### src/rtl/core/zvc_pkg.sv
// ----------------------------------------------------------------------------
// zvc_pkg: shared types, constants and helpers of the zigzag VLQ codec
// Register indexes, result kinds, group geometry and the zigzag mapping.
// ----------------------------------------------------------------------------
package zvc_pkg;

    // Value and byte geometry
    localparam int VALUE_W  = 32;
    localparam int BYTE_W   = 8;
    localparam int GROUP_W  = 7;
    localparam int COUNT_W  = 3;
    localparam int GCOUNT_W = 3;

    // Configuration port
    localparam int CFG_INDEX_W = 1;
    localparam int CFG_DATA_W  = 1;

    typedef enum logic [CFG_INDEX_W-1:0] {
        REG_DIRECTION   = 1'b0,
        REG_SIGNED_MODE = 1'b1
    } cfg_reg_t;

    // Direction register codes
    localparam logic DIR_ENCODE = 1'b0;
    localparam logic DIR_DECODE = 1'b1;

    // Result kinds
    localparam logic KIND_BYTE  = 1'b0;
    localparam logic KIND_VALUE = 1'b1;

    // Byte count codes held in the work register
    localparam logic [COUNT_W-1:0] CNT_ONE   = 3'd1;
    localparam logic [COUNT_W-1:0] CNT_TWO   = 3'd2;
    localparam logic [COUNT_W-1:0] CNT_THREE = 3'd3;
    localparam logic [COUNT_W-1:0] CNT_FOUR  = 3'd4;
    localparam logic [COUNT_W-1:0] CNT_FIVE  = 3'd5;

    // Saturation point of the decode group counter
    localparam logic [GCOUNT_W-1:0] GCOUNT_MAX = 3'd7;

    // Decoder result handed to the top level
    typedef struct packed {
        logic                 done;
        logic [VALUE_W-1:0]   value;
        logic                 overflow;
    } dec_result_t;

    // Zigzag map: sign goes to bit 0
    function automatic logic [VALUE_W-1:0] zig(input logic [VALUE_W-1:0] v);
        return {v[VALUE_W-2:0], 1'b0} ^ {VALUE_W{v[VALUE_W-1]}};
    endfunction

    // Inverse zigzag map
    function automatic logic [VALUE_W-1:0] unzig(input logic [VALUE_W-1:0] z);
        return {1'b0, z[VALUE_W-1:1]} ^ {VALUE_W{z[0]}};
    endfunction

    // Number of 7-bit groups needed for a value, 1 to 5
    function automatic logic [COUNT_W-1:0] group_count(input logic [VALUE_W-1:0] v);
        logic [COUNT_W-1:0] n;
        if (v[31:28] != '0)
            n = CNT_FIVE;
        else if (v[27:21] != '0)
            n = CNT_FOUR;
        else if (v[20:14] != '0)
            n = CNT_THREE;
        else if (v[13:7] != '0)
            n = CNT_TWO;
        else
            n = CNT_ONE;
        return n;
    endfunction

endpackage

### src/rtl/core/zvc_if.sv
// ----------------------------------------------------------------------------
// zvc_if: word channels of the zigzag VLQ codec
// Input channel carries a value or a byte; output channel carries one result.
// ----------------------------------------------------------------------------
interface zvc_in_if;
    logic                        valid;
    logic                        ready;
    logic [zvc_pkg::VALUE_W-1:0] in_value;
    logic [zvc_pkg::BYTE_W-1:0]  in_byte;

    modport source (output valid, output in_value, output in_byte, input ready);
    modport sink   (input valid, input in_value, input in_byte, output ready);
endinterface

interface zvc_out_if;
    logic                        valid;
    logic                        ready;
    logic                        out_kind;
    logic [zvc_pkg::BYTE_W-1:0]  out_byte;
    logic [zvc_pkg::VALUE_W-1:0] out_value;
    logic                        last;
    logic                        overflow;

    modport source (output valid, output out_kind, output out_byte, output out_value,
                    output last, output overflow, input ready);
    modport sink   (input valid, input out_kind, input out_byte, input out_value,
                    input last, input overflow, output ready);
endinterface

### src/rtl/core/zvc_decoder.sv
// ----------------------------------------------------------------------------
// zvc_decoder: run accumulator of the VLQ decoder
// Gathers 7-bit groups per accepted byte, flags lost bits, and presents the
// finished value in the cycle the ending byte is accepted.
// ----------------------------------------------------------------------------
module zvc_decoder (
    input  logic                        clk,
    input  logic                        rst_n,
    input  logic                        step,
    input  logic [zvc_pkg::BYTE_W-1:0]  byte_in,
    input  logic                        signed_mode,
    output zvc_pkg::dec_result_t        result
);

    logic [zvc_pkg::VALUE_W-1:0]  acc_reg;
    logic [zvc_pkg::VALUE_W-1:0]  acc_next;
    logic [zvc_pkg::GCOUNT_W-1:0] gcount_reg;
    logic [zvc_pkg::GCOUNT_W-1:0] gcount_next;
    logic                         ovf_reg;
    logic                         ovf_next;
    logic                         ends;

    // Shift in the new group; bits leaving the top set overflow
    always_comb
    begin
        acc_next    = {acc_reg[zvc_pkg::VALUE_W-zvc_pkg::GROUP_W-1:0],
                       byte_in[zvc_pkg::GROUP_W-1:0]};
        ovf_next    = ovf_reg | (acc_reg[zvc_pkg::VALUE_W-1:zvc_pkg::VALUE_W-zvc_pkg::GROUP_W]
                                 != '0);
        gcount_next = (gcount_reg < zvc_pkg::GCOUNT_MAX) ? gcount_reg + 3'd1 : gcount_reg;
        ends        = ~byte_in[zvc_pkg::BYTE_W-1];
    end

    // Finished value: zero on overflow, else unmapped in signed mode
    always_comb
    begin
        result.done     = step & ends;
        result.overflow = ovf_next;
        if (ovf_next)
            result.value = '0;
        else if (signed_mode)
            result.value = zvc_pkg::unzig(acc_next);
        else
            result.value = acc_next;
    end

    // Run state: cleared when a run ends
    always_ff @(posedge clk or negedge rst_n)
    begin
        if (!rst_n)
        begin
            acc_reg    <= '0;
            gcount_reg <= '0;
            ovf_reg    <= 1'b0;
        end
        else if (step)
        begin
            if (ends)
            begin
                acc_reg    <= '0;
                gcount_reg <= '0;
                ovf_reg    <= 1'b0;
            end
            else
            begin
                acc_reg    <= acc_next;
                gcount_reg <= gcount_next;
                ovf_reg    <= ovf_next;
            end
        end
    end

`ifndef ASSERT_OFF
    // An empty group counter means a fresh run: nothing gathered yet
    a_fresh_run_clear: assert property (@(posedge clk) disable iff (!rst_n)
        (gcount_reg == '0) |-> (acc_reg == '0 && !ovf_reg))
        else $error("decoder state not clear at run start");

    // Overflow can only be flagged once more than four groups were taken
    a_ovf_late: assert property (@(posedge clk) disable iff (!rst_n)
        ovf_reg |-> (gcount_reg > zvc_pkg::CNT_FOUR))
        else $error("decoder overflow flagged too early");

    // A continuation byte never finishes a value
    a_cont_no_result: assert property (@(posedge clk) disable iff (!rst_n)
        (step && byte_in[zvc_pkg::BYTE_W-1]) |-> !result.done)
        else $error("continuation byte ended a run");
`endif

endmodule

### src/rtl/core/zigzag_vlq_codec.sv
// ----------------------------------------------------------------------------
// zigzag_vlq_codec: 32-bit zigzag base-128 VLQ encoder and decoder
// Converts values to big-endian 7-bit-group bytes, or bytes back to values.
// ----------------------------------------------------------------------------
// Usage:
//   feed   - input words: in_value when encoding, in_byte when decoding.
//   result - output words: one byte per word when encoding (last marks the
//            final byte of a run), one value per word when decoding.
//   cfg_*  - write port: index 0 direction, index 1 signed_mode. Write only
//            while the block is idle.
// Path: a result word passes the work register, then the output register.
// Throughput: decoding takes one byte per cycle unless the output stalls.
//   Encoding sends 1..5 bytes of each value through the single output
//   byte lane; the next value is taken in the cycle the last byte leaves
//   the work register.
// Reset: direction = encode, signed_mode = 1, decode run cleared, both
//   pipeline registers empty.
// Stall: when result.ready is low the output register holds its word and
//   the work register holds; feed.ready drops until space frees up.
// ----------------------------------------------------------------------------
module zigzag_vlq_codec (
    input  logic                            clk,
    input  logic                            rst_n,
    input  logic                            cfg_we,
    input  logic [zvc_pkg::CFG_INDEX_W-1:0] cfg_index,
    input  logic [zvc_pkg::CFG_DATA_W-1:0]  cfg_data,
    zvc_in_if.sink                          feed,
    zvc_out_if.source                       result
);

    // Configuration registers
    logic direction_reg;
    logic signed_mode_reg;

    // Work register: one pending result sequence
    logic                        work_valid_reg;
    logic                        work_kind_reg;
    logic [zvc_pkg::VALUE_W-1:0] work_value_reg;
    logic [zvc_pkg::COUNT_W-1:0] work_cnt_reg;
    logic                        work_ovf_reg;

    // Output register
    logic                        out_valid_reg;
    logic                        out_kind_reg;
    logic [zvc_pkg::BYTE_W-1:0]  out_byte_reg;
    logic [zvc_pkg::VALUE_W-1:0] out_value_reg;
    logic                        out_last_reg;
    logic                        out_ovf_reg;

    logic                        out_free;
    logic                        emit;
    logic                        work_final;
    logic                        accept;
    logic                        dec_step;
    logic [zvc_pkg::VALUE_W-1:0] enc_value;
    logic [zvc_pkg::GROUP_W-1:0] group;
    zvc_pkg::dec_result_t        dec_res;

    // Configuration writes
    always_ff @(posedge clk or negedge rst_n)
    begin
        if (!rst_n)
        begin
            direction_reg   <= zvc_pkg::DIR_ENCODE;
            signed_mode_reg <= 1'b1;
        end
        else if (cfg_we)
        begin
            unique case (zvc_pkg::cfg_reg_t'(cfg_index))
                zvc_pkg::REG_DIRECTION:   direction_reg   <= cfg_data[0];
                zvc_pkg::REG_SIGNED_MODE: signed_mode_reg <= cfg_data[0];
                default:                  ;
            endcase
        end
    end

    // Handshake
    assign out_free   = !out_valid_reg || result.ready;
    assign emit       = work_valid_reg && out_free;
    assign work_final = (work_cnt_reg == zvc_pkg::CNT_ONE);
    assign feed.ready = !work_valid_reg || (out_free && work_final);
    assign accept     = feed.valid && feed.ready;
    assign dec_step   = accept && (direction_reg == zvc_pkg::DIR_DECODE);

    assign enc_value = signed_mode_reg ? zvc_pkg::zig(feed.in_value) : feed.in_value;

    zvc_decoder u_decoder (
        .clk         (clk),
        .rst_n       (rst_n),
        .step        (dec_step),
        .byte_in     (feed.in_byte),
        .signed_mode (signed_mode_reg),
        .result      (dec_res)
    );

    // Work register: load on an encode accept or a finished decode, count down per emitted byte
    always_ff @(posedge clk or negedge rst_n)
    begin
        if (!rst_n)
        begin
            work_valid_reg <= 1'b0;
            work_cnt_reg   <= '0;
        end
        else if (accept && direction_reg == zvc_pkg::DIR_ENCODE)
        begin
            work_valid_reg <= 1'b1;
            work_cnt_reg   <= zvc_pkg::group_count(enc_value);
        end
        else if (dec_step && dec_res.done)
        begin
            work_valid_reg <= 1'b1;
            work_cnt_reg   <= zvc_pkg::CNT_ONE;
        end
        else if (emit)
        begin
            if (work_final)
                work_valid_reg <= 1'b0;
            work_cnt_reg <= work_cnt_reg - 3'd1;
        end
    end

    // Work payload
    always_ff @(posedge clk)
    begin
        if (accept && direction_reg == zvc_pkg::DIR_ENCODE)
        begin
            work_kind_reg  <= zvc_pkg::KIND_BYTE;
            work_value_reg <= enc_value;
            work_ovf_reg   <= 1'b0;
        end
        else if (dec_step && dec_res.done)
        begin
            work_kind_reg  <= zvc_pkg::KIND_VALUE;
            work_value_reg <= dec_res.value;
            work_ovf_reg   <= dec_res.overflow;
        end
    end

    // Select the group for the current byte, most significant first
    always_comb
    begin
        unique case (work_cnt_reg)
            zvc_pkg::CNT_ONE:   group = work_value_reg[6:0];
            zvc_pkg::CNT_TWO:   group = work_value_reg[13:7];
            zvc_pkg::CNT_THREE: group = work_value_reg[20:14];
            zvc_pkg::CNT_FOUR:  group = work_value_reg[27:21];
            zvc_pkg::CNT_FIVE:  group = {3'b000, work_value_reg[31:28]};
            default:            group = '0;
        endcase
    end

    // Output register
    always_ff @(posedge clk or negedge rst_n)
    begin
        if (!rst_n)
            out_valid_reg <= 1'b0;
        else if (emit)
            out_valid_reg <= 1'b1;
        else if (result.ready)
            out_valid_reg <= 1'b0;
    end

    always_ff @(posedge clk)
    begin
        if (emit)
        begin
            out_kind_reg <= work_kind_reg;
            if (work_kind_reg == zvc_pkg::KIND_BYTE)
            begin
                out_byte_reg  <= {~work_final, group};
                out_value_reg <= '0;
                out_last_reg  <= work_final;
                out_ovf_reg   <= 1'b0;
            end
            else
            begin
                out_byte_reg  <= '0;
                out_value_reg <= work_value_reg;
                out_last_reg  <= 1'b0;
                out_ovf_reg   <= work_ovf_reg;
            end
        end
    end

    assign result.valid     = out_valid_reg;
    assign result.out_kind  = out_kind_reg;
    assign result.out_byte  = out_byte_reg;
    assign result.out_value = out_value_reg;
    assign result.last      = out_last_reg;
    assign result.overflow  = out_ovf_reg;

`ifndef ASSERT_OFF
    // A pending sequence always has bytes left
    a_work_cnt: assert property (@(posedge clk) disable iff (!rst_n)
        work_valid_reg |-> (work_cnt_reg != '0 && work_cnt_reg <= zvc_pkg::CNT_FIVE))
        else $error("work register valid with bad byte count");

    // Decoded results carry a single word
    a_value_single: assert property (@(posedge clk) disable iff (!rst_n)
        (work_valid_reg && work_kind_reg == zvc_pkg::KIND_VALUE) |-> work_final)
        else $error("decoded result spans several words");

    // An overflowed decode reports value zero
    a_ovf_zero: assert property (@(posedge clk) disable iff (!rst_n)
        (result.valid && result.overflow) |-> (result.out_value == '0))
        else $error("overflow result with nonzero value");

    // A byte with the continuation bit clear ends the encoded run
    a_last_flag: assert property (@(posedge clk) disable iff (!rst_n)
        (result.valid && result.out_kind == zvc_pkg::KIND_BYTE)
            |-> (result.last == !result.out_byte[zvc_pkg::BYTE_W-1]))
        else $error("last flag disagrees with continuation bit");

    // A stalled work register keeps its byte position
    a_work_hold: assert property (@(posedge clk) disable iff (!rst_n)
        (work_valid_reg && !out_free) |=> $stable(work_cnt_reg))
        else $error("work register advanced under stall");
`endif

endmodule
### src/flat_wrapper.sv
// flat-port wrapper written by rule: the top's interface ports become plain ports
module zigzag_vlq_codec_flat 
  (clk, rst_n, cfg_we, cfg_index, cfg_data, feed_valid, feed_in_value, feed_in_byte, feed_ready, result_valid, result_out_kind, result_out_byte, result_out_value, result_last, result_overflow, result_ready);
  zvc_in_if feed_i ();
  zvc_out_if result_i ();
  input  logic clk;
  input  logic rst_n;
  input  logic cfg_we;
  input  logic [zvc_pkg::CFG_INDEX_W-1:0] cfg_index;
  input  logic [zvc_pkg::CFG_DATA_W-1:0] cfg_data;
  input wire logic [$bits(feed_i.valid)-1:0] feed_valid;
  input wire logic [$bits(feed_i.in_value)-1:0] feed_in_value;
  input wire logic [$bits(feed_i.in_byte)-1:0] feed_in_byte;
  output wire logic [$bits(feed_i.ready)-1:0] feed_ready;
  output wire logic [$bits(result_i.valid)-1:0] result_valid;
  output wire logic [$bits(result_i.out_kind)-1:0] result_out_kind;
  output wire logic [$bits(result_i.out_byte)-1:0] result_out_byte;
  output wire logic [$bits(result_i.out_value)-1:0] result_out_value;
  output wire logic [$bits(result_i.last)-1:0] result_last;
  output wire logic [$bits(result_i.overflow)-1:0] result_overflow;
  input wire logic [$bits(result_i.ready)-1:0] result_ready;
  assign feed_i.valid = feed_valid;
  assign feed_i.in_value = feed_in_value;
  assign feed_i.in_byte = feed_in_byte;
  assign feed_ready = feed_i.ready;
  assign result_valid = result_i.valid;
  assign result_out_kind = result_i.out_kind;
  assign result_out_byte = result_i.out_byte;
  assign result_out_value = result_i.out_value;
  assign result_last = result_i.last;
  assign result_overflow = result_i.overflow;
  assign result_i.ready = result_ready;
  zigzag_vlq_codec u_core (.clk(clk), .rst_n(rst_n), .cfg_we(cfg_we), .cfg_index(cfg_index), .cfg_data(cfg_data), .feed(feed_i), .result(result_i));
endmodule
### config.mk
export PLATFORM = sky130hd
export DESIGN_NAME = zigzag_vlq_codec_flat
export DESIGN_NICKNAME = d
export VERILOG_FILES = /design/src/rtl/core/zvc_pkg.sv /design/src/rtl/core/zvc_if.sv /design/src/rtl/core/zvc_decoder.sv /design/src/rtl/core/zigzag_vlq_codec.sv /design/src/flat_wrapper.sv
export SDC_FILE = /design/constraint.sdc
export NUM_CORES = 1
export LEC_CHECK = 0
export BUFFER_PORTS_ARGS = -buffer_cell sky130_fd_sc_hd__buf_4
export CORE_MARGIN = 1
export CORE_UTILIZATION = 45
export DETAILED_ROUTE_END_ITERATION = 6
export MAX_ROUTING_LAYER = met4
export PLACE_DENSITY = 0.7
export SLEW_MARGIN = 15
export SYNTH_ARGS = -nofsm -noshare
export SYNTH_HDL_FRONTEND = slang
export SYNTH_SLANG_ARGS = --single-unit
### constraint.sdc
create_clock -name clk -period 3.2 [get_ports clk]
set_input_delay 0.32 -clock clk [delete_from_list [all_inputs] [get_ports clk]]
set_output_delay 0.32 -clock clk [all_outputs]
set_load 0.02 [all_outputs]
Yosys cells after proc, flatten, opt, wreduce, memory -nomap -nowiden
Index checks and enable logic that the tools add are counted.

Bits in writable memories: 0. Memories: 0. Bits in latches: 0. Memory bits (read-only): 0. Register bits after elaboration: 117. Bits of input ports: 47.

$lt $le $gt $ge: 0. Equal/unequal tests: 5. Shift operators: 0. Divide/modulo/power cells: 0. Bitwise logic cells: 8. $mul: 0. Add/sub/neg operators: 1. Reduce and logical (&&, ||, !) cells: 22. Multiplexer cells: 21.

Operators by type and width (count): 2-to-1 mux 32 bit (6); case mux 7 bit (5 select lines) (1); bitwise XOR 31 x 32 -> 32 bit (1); bitwise XOR 32 bit (1); nonzero test 7 bit (4); 2-to-1 mux 3 bit (6); 2-to-1 mux 1 bit (7); equality test 3 x 2 -> 1 bit (second input constant) (2); equality test 3 bit (second input constant) (2); logical AND 1 bit (6); AND reduction 2 bit (3); nonzero test 3 bit (2); NOT 1 bit (4); nonzero test 2 bit (2); nonzero test 4 bit (1); equality test 3 x 1 -> 1 bit (second input constant) (1); subtractor 3 x 1 -> 3 bit (second input constant) (1); zero test 1 bit (2); logical OR 1 bit (2); 2-to-1 mux 2 bit (1); AND 1 bit (1); OR 1 bit (1).

Depth between registers and ports, before layout
Word-level depth: 10. Gate-level depth with buffers: 11.

Modules after synthesis
From an unflattened synthesis, not the netlist that was laid out.

Cell total of the unflattened synthesis: 676. Area, all modules: 6786.5 um^2.

By module, submodules not included: zigzag_vlq_codec (cells an instance 415, sequential area each 2468.6 um^2, area each 4425.5 um^2, instances 1); zvc_decoder (cells an instance 261, sequential area each 825.8 um^2, area each 2361.0 um^2, instances 1).

Worst setup path after synthesis
Ideal clock, no wire load.

Path kind: register to register. Start point: reg u_core.out_valid_reg (netlist: u_core.result.valid). End point: reg u_core.work_cnt_reg[0] (netlist bit). Cell stages (with the launch flop): 6. Setup slack: -0.156 ns. Clock period less this slack: 3.356 ns. Arrival time: 3.269 ns. Setup time: 0.087 ns. Path buffers: 0. Required time: 3.113 ns. Cell sequence: dfrtp_1 -> nor2b_1 -> nor2_1 -> nand2_1 -> a211o_1 -> o211ai_1.

Elaborated cells between the ends (all ways): 13. Classes of those cells: mux (2); bitwise (1); reduce/logical (10).

RTL lines: from (decl) (line zigzag_vlq_codec.sv:43) `logic out_valid_reg;`; from (signal assigned) (line zigzag_vlq_codec.sv:156) `out_valid_reg <= 1'b0;`; from (signal assigned) (line zigzag_vlq_codec.sv:158) `out_valid_reg <= 1'b1;`; from (signal assigned) (line zigzag_vlq_codec.sv:160) `out_valid_reg <= 1'b0;`; zero test 1 bit (line zigzag_vlq_codec.sv:78) `assign out_free = !out_valid_reg || result.ready;`; logical OR 1 bit (line zigzag_vlq_codec.sv:78); logical AND 1 bit (line zigzag_vlq_codec.sv:79) `assign emit = work_valid_reg && out_free;`; via u_core.emit (line zigzag_vlq_codec.sv:51) `logic emit;`; nonzero test 3 bit (no line); to (signal assigned) (line zigzag_vlq_codec.sv:107) `work_cnt_reg <= zvc_pkg::group_count(enc_value);`; to (signal assigned) (line zigzag_vlq_codec.sv:112) `work_cnt_reg <= zvc_pkg::CNT_ONE;`; to (signal assigned) (line zigzag_vlq_codec.sv:118) `work_cnt_reg <= work_cnt_reg - 3'd1;`; to (decl) (line zigzag_vlq_codec.sv:39) `logic [zvc_pkg::COUNT_W-1:0] work_cnt_reg;`.

The timed path passes the listed nets, and every way through them passes these cells. A chain may end at the register's enable or synchronous reset.

Worst setup path after layout
Start point: reg u_core.work_cnt_reg[1] (netlist bit). End point: reg u_core.work_value_reg[19] (netlist bit), data pin.

Cells in the longest elaborated chain, start to end: 6.

Ends and longest elaborated chain: equality test 3 x 1 -> 1 bit (line zigzag_vlq_codec.sv:80) `assign work_final = (work_cnt_reg == zvc_pkg::CNT_ONE);`; logical AND 1 bit (line zigzag_vlq_codec.sv:81) `assign feed.ready = !work_valid_reg || (out_free && work_final);`; logical OR 1 bit (line zigzag_vlq_codec.sv:81); logical AND 1 bit (line zigzag_vlq_codec.sv:82) `assign accept = feed.valid && feed.ready;`; logical AND 1 bit (line zigzag_vlq_codec.sv:125) `if (accept && direction_reg == zvc_pkg::DIR_ENCODE)`; 2-to-1 mux 32 bit (line zigzag_vlq_codec.sv:125); to (signal assigned) (line zigzag_vlq_codec.sv:128) `work_value_reg <= enc_value;`; to (signal assigned) (line zigzag_vlq_codec.sv:134) `work_value_reg <= dec_res.value;`; to (decl) (line zigzag_vlq_codec.sv:38) `logic [zvc_pkg::VALUE_W-1:0] work_value_reg;`.

No other way between the ends.

==> results.py <==
metrics = {
    "global_route": {
        "antenna_found_initial": 0,
        "grt_max_degree": 68,
        "grt_pass1_wl_um": 23900,
        "overflow": 0,
        "track_usage": 0.228,
        "grt_pass1_vias": 4571,
    },
    "routing": {
        "drt-pass1-iter-count": 5,
        "post-route-drc-count": 0,
        "avgRoutedWirePerCell_um": 16.7,
        "drt-initial-drc-count": 379,
        "drt_wl_total_um": 15000,
        "ant_nets": 0,
        "viasPerCell": 5.40,
        "via_count": 4863,
    },
    "die": {
        "num_rows": 42,
        "die-area_mm2": 0.0144,
        "fp.coreArea_mm2": 0.0134,
        "start_util": 0.467,
        "die_x_um": 120,
        "die_h_um": 120,
        "io_pins": 92,
    },
    "sta": {
        "slew_headroom": 0.426,
        "period_needed_ns": 2.59,
        "drv_slew": 0,
        "tightest_slew_ns": 0.859,
        "hold_viol": 0,
        "clock_skew_ns": 0.00480,
        "rsz0062_at_grt": "no",
        "max_freq_ghz": 0.386,
        "setup_viol": 0,
        "min_period_over_period": 0.810,
        "tns_ns": 0,
    },
    "layout": {
        "drive_above_1_share": 0.192,
        "seq_area_mm2": 0.00329,
        "fillCellCount": 1164,
        "finalInstanceArea_mm2": 0.00768,
        "layout.nets": 766,
        "most-common-layout-cells": "99 x buf_4, 96 x nand2_1, 75 x edfxtp_1",
        "area_growth_pct": 22.7,
        "insertedDiodeCount": 0,
        "multiInputGateArea_mm2": 0.00274,
        "final_common_cell": "buf_4",
    },
    "flow_run": {
        "cap_violations": 0,
    },
    "logic_synthesis": {
        "synthFlopType": "edfxtp_1",
        "synth-edff-count": 75,
        "syn_area_mm2": 0.00626,
        "netlist_instances": 641,
        "avgSynthCellArea_um2": 9.76,
        "yosysSeqAreaShare": 0.526,
        "ys_ff_latch": 117,
        "synth_nets": 693,
        "yosys_warnings": 0,
        "async_flop_share": 0.342,
        "synth_cell_types": 53,
    },
    "power_and_ir_drop": {
        "vdd_ir_drop_max_v": 0.000546,
        "swShare": 0.337,
        "p_sw_mw": 2.26,
        "leakage_nw": 2.93,
        "power_frac_comb": 0.324,
        "cellInternalPower_mw": 4.45,
        "seq_power_share": 0.380,
        "power_density_mw_per_mm2": 873,
        "clockPowerShare": 0.297,
    },
    "clocking": {
        "cts_resized": 0,
        "clk_pin_slew_ns": 0.05,
        "cts_max_path_buffers": 2,
        "post_cts_buffers": 0,
        "root_buffer": "clkbuf_16",
        "htreeDepth": 4,
        "cts_tree": "done",
        "numCtsBuffers": 17,
        "cts.sinks": 117,
        "clk_latency_ns": 0.41,
    },
    "worst_setup_path": {
        "crit_path_start_kind": "flop",
        "worstPathArrival_ns": 2.71,
        "cp_max_fo": 25,
        "crit_type": "reg2reg",
        "crit_required_ns": 3.32,
        "cp-end-kind": "flop",
    },
    "run_status": {
        "outcome": "finished clean",
    },
    "placed_design": {
        "hpwl_um": 10900,
        "port-buffer-count": 91,
        "gp_congestion": 0.880,
        "place_area_mm2": 0.00705,
    },
    "hold_path": {
        "min_path_type": "in2reg",
    },
}
what timing repair did:
action | CTS | global route
hold endpoints to repair | 39 | 0
hold buffers | 1 | 0
setup endpoints to repair | 0 | 0
layout make-up:
class                   count  share of cell area
flip-flops and latches    117               0.429
multi-input cells         467               0.356
repair buffers            101               0.101
clock buffers              18              0.0559
well taps                 176              0.0287
clock inverters            11              0.0241
inverters                  10             0.00521
synth_stat cells (3+ instances only):
cell type | count | area (um2)
xor2_1 | 13 | 114
a22oi_1 | 10 | 75.1
a221oi_1 | 6 | 52.6
nor4_1 | 4 | 25.0
nand2_1 | 96 | 360
edfxtp_1 | 75 | 2250
xnor2_1 | 50 | 438
a32oi_1 | 4 | 35.0
inv_1 | 9 | 33.8
ha_1 | 5 | 62.6
o21ai_0 | 8 | 40.0
or4_1 | 3 | 22.5
o22ai_1 | 23 | 144
nor2_1 | 59 | 221
a31oi_1 | 11 | 68.8
or3_1 | 3 | 18.8
clkbuf_1 | 30 | 113
nor3_1 | 8 | 40.0
nor2b_1 | 6 | 37.5
nand4_1 | 3 | 18.8
buf_2 | 13 | 65.1
dfrtp_1 | 39 | 976
o21ai_1 | 31 | 155
nand3_1 | 6 | 30.0
a21oi_1 | 56 | 280
and2_1 | 35 | 219
path summary, 6_finish.rpt:
kind                                                    from                            to  slack, ns  depth (start not counted)
worst min-delay path                                cfg_data        u_core.signed_mode_reg       0.16                          2
min in group asynchronous                              rst_n   u_core.u_decoder.acc_reg[7]       0.44                          2
max in group asynchronous                              rst_n        u_core.signed_mode_reg       2.37                          2
worst min register to register  u_core.u_decoder.acc_reg[27]  u_core.u_decoder.acc_reg[27]       0.49                          2
worst max-delay path                  u_core.work_cnt_reg[1]     u_core.work_value_reg[19]       0.61                          8
worst max register to register        u_core.work_cnt_reg[1]     u_core.work_value_reg[19]       0.61                          8
kinds of logic (layout without fill, tap and decap cells):
kind of cell | Yosys count | in the layout | share of synthesized area
buffers and inverters | 57 | 140 | 0.0384
DFF | 117 | 117 | 0.526
xor gates and xnor gates | 63 | 63 | 0.0882
AOI/OAI and AO/OA | 165 | 165 | 0.163
adders and majority gates | 5 | 5 | 0.0100
muxes | 3 | 3 | 0.00520
and+or+nand+nor | 231 | 231 | 0.169
per-layer routing:
metal | track usage | up-vias | share of wire
met5 | - | - | 0
met4 | 0.0711 | 0 | 0.017
met3 | 0.0575 | 18 | 0.047
met2 | 0.346 | 136 | 0.48
met1 | 0.300 | 2298 | 0.46
li1 | - | 2411 | -
worst max-delay path, cell delays in order, from the launching register on:
cell	delay, ns
dfrtp_1	0.40
inv_1	0.13
ha_1	0.30
nor2b_1	0.30
a21oi_4	0.11
inv_4	0.12
nand3_1	0.10
nand2_1	0.64
o21ai_0	0.19
per-stage QoR:
step / hold slack (ns) / power, mW / setup slack [ns] / util / std cells
6_report: 0.162 / 6.70 / 0.608 / 0.573 / 900
5_1_grt: 0.154 / 7.06 / 0.389 / 0.573 / 900
4_1_cts: 0.148 / 6.74 / 0.602 / 0.573 / 900
3_5_place_dp: 0.333 / 4.74 / 0.618 / 0.526 / 870
3_3_place_gp: 0.329 / 4.68 / 0.685 / 0.526 / 870
2_1_floorplan: 0.0244 / 3.95 / 0.652 / - / 641
power by group through the flow:
| stage | registers [mW] | logic (mW) | clock network [mW] |
|---|---|---|---|
| 5_1_grt | 2.61 | 2.37 | 2.08 |
| 6_report | 2.54 | 2.17 | 1.99 |
| 3_3_place_gp | 2.55 | 2.12 | 0 |
| 3_5_place_dp | 2.57 | 2.16 | 0 |
| 2_1_floorplan | 2.70 | 1.25 | 0 |
| 4_1_cts | 2.55 | 2.18 | 2.01 |
No activity file was read; power rests on OpenSTA's default activity.
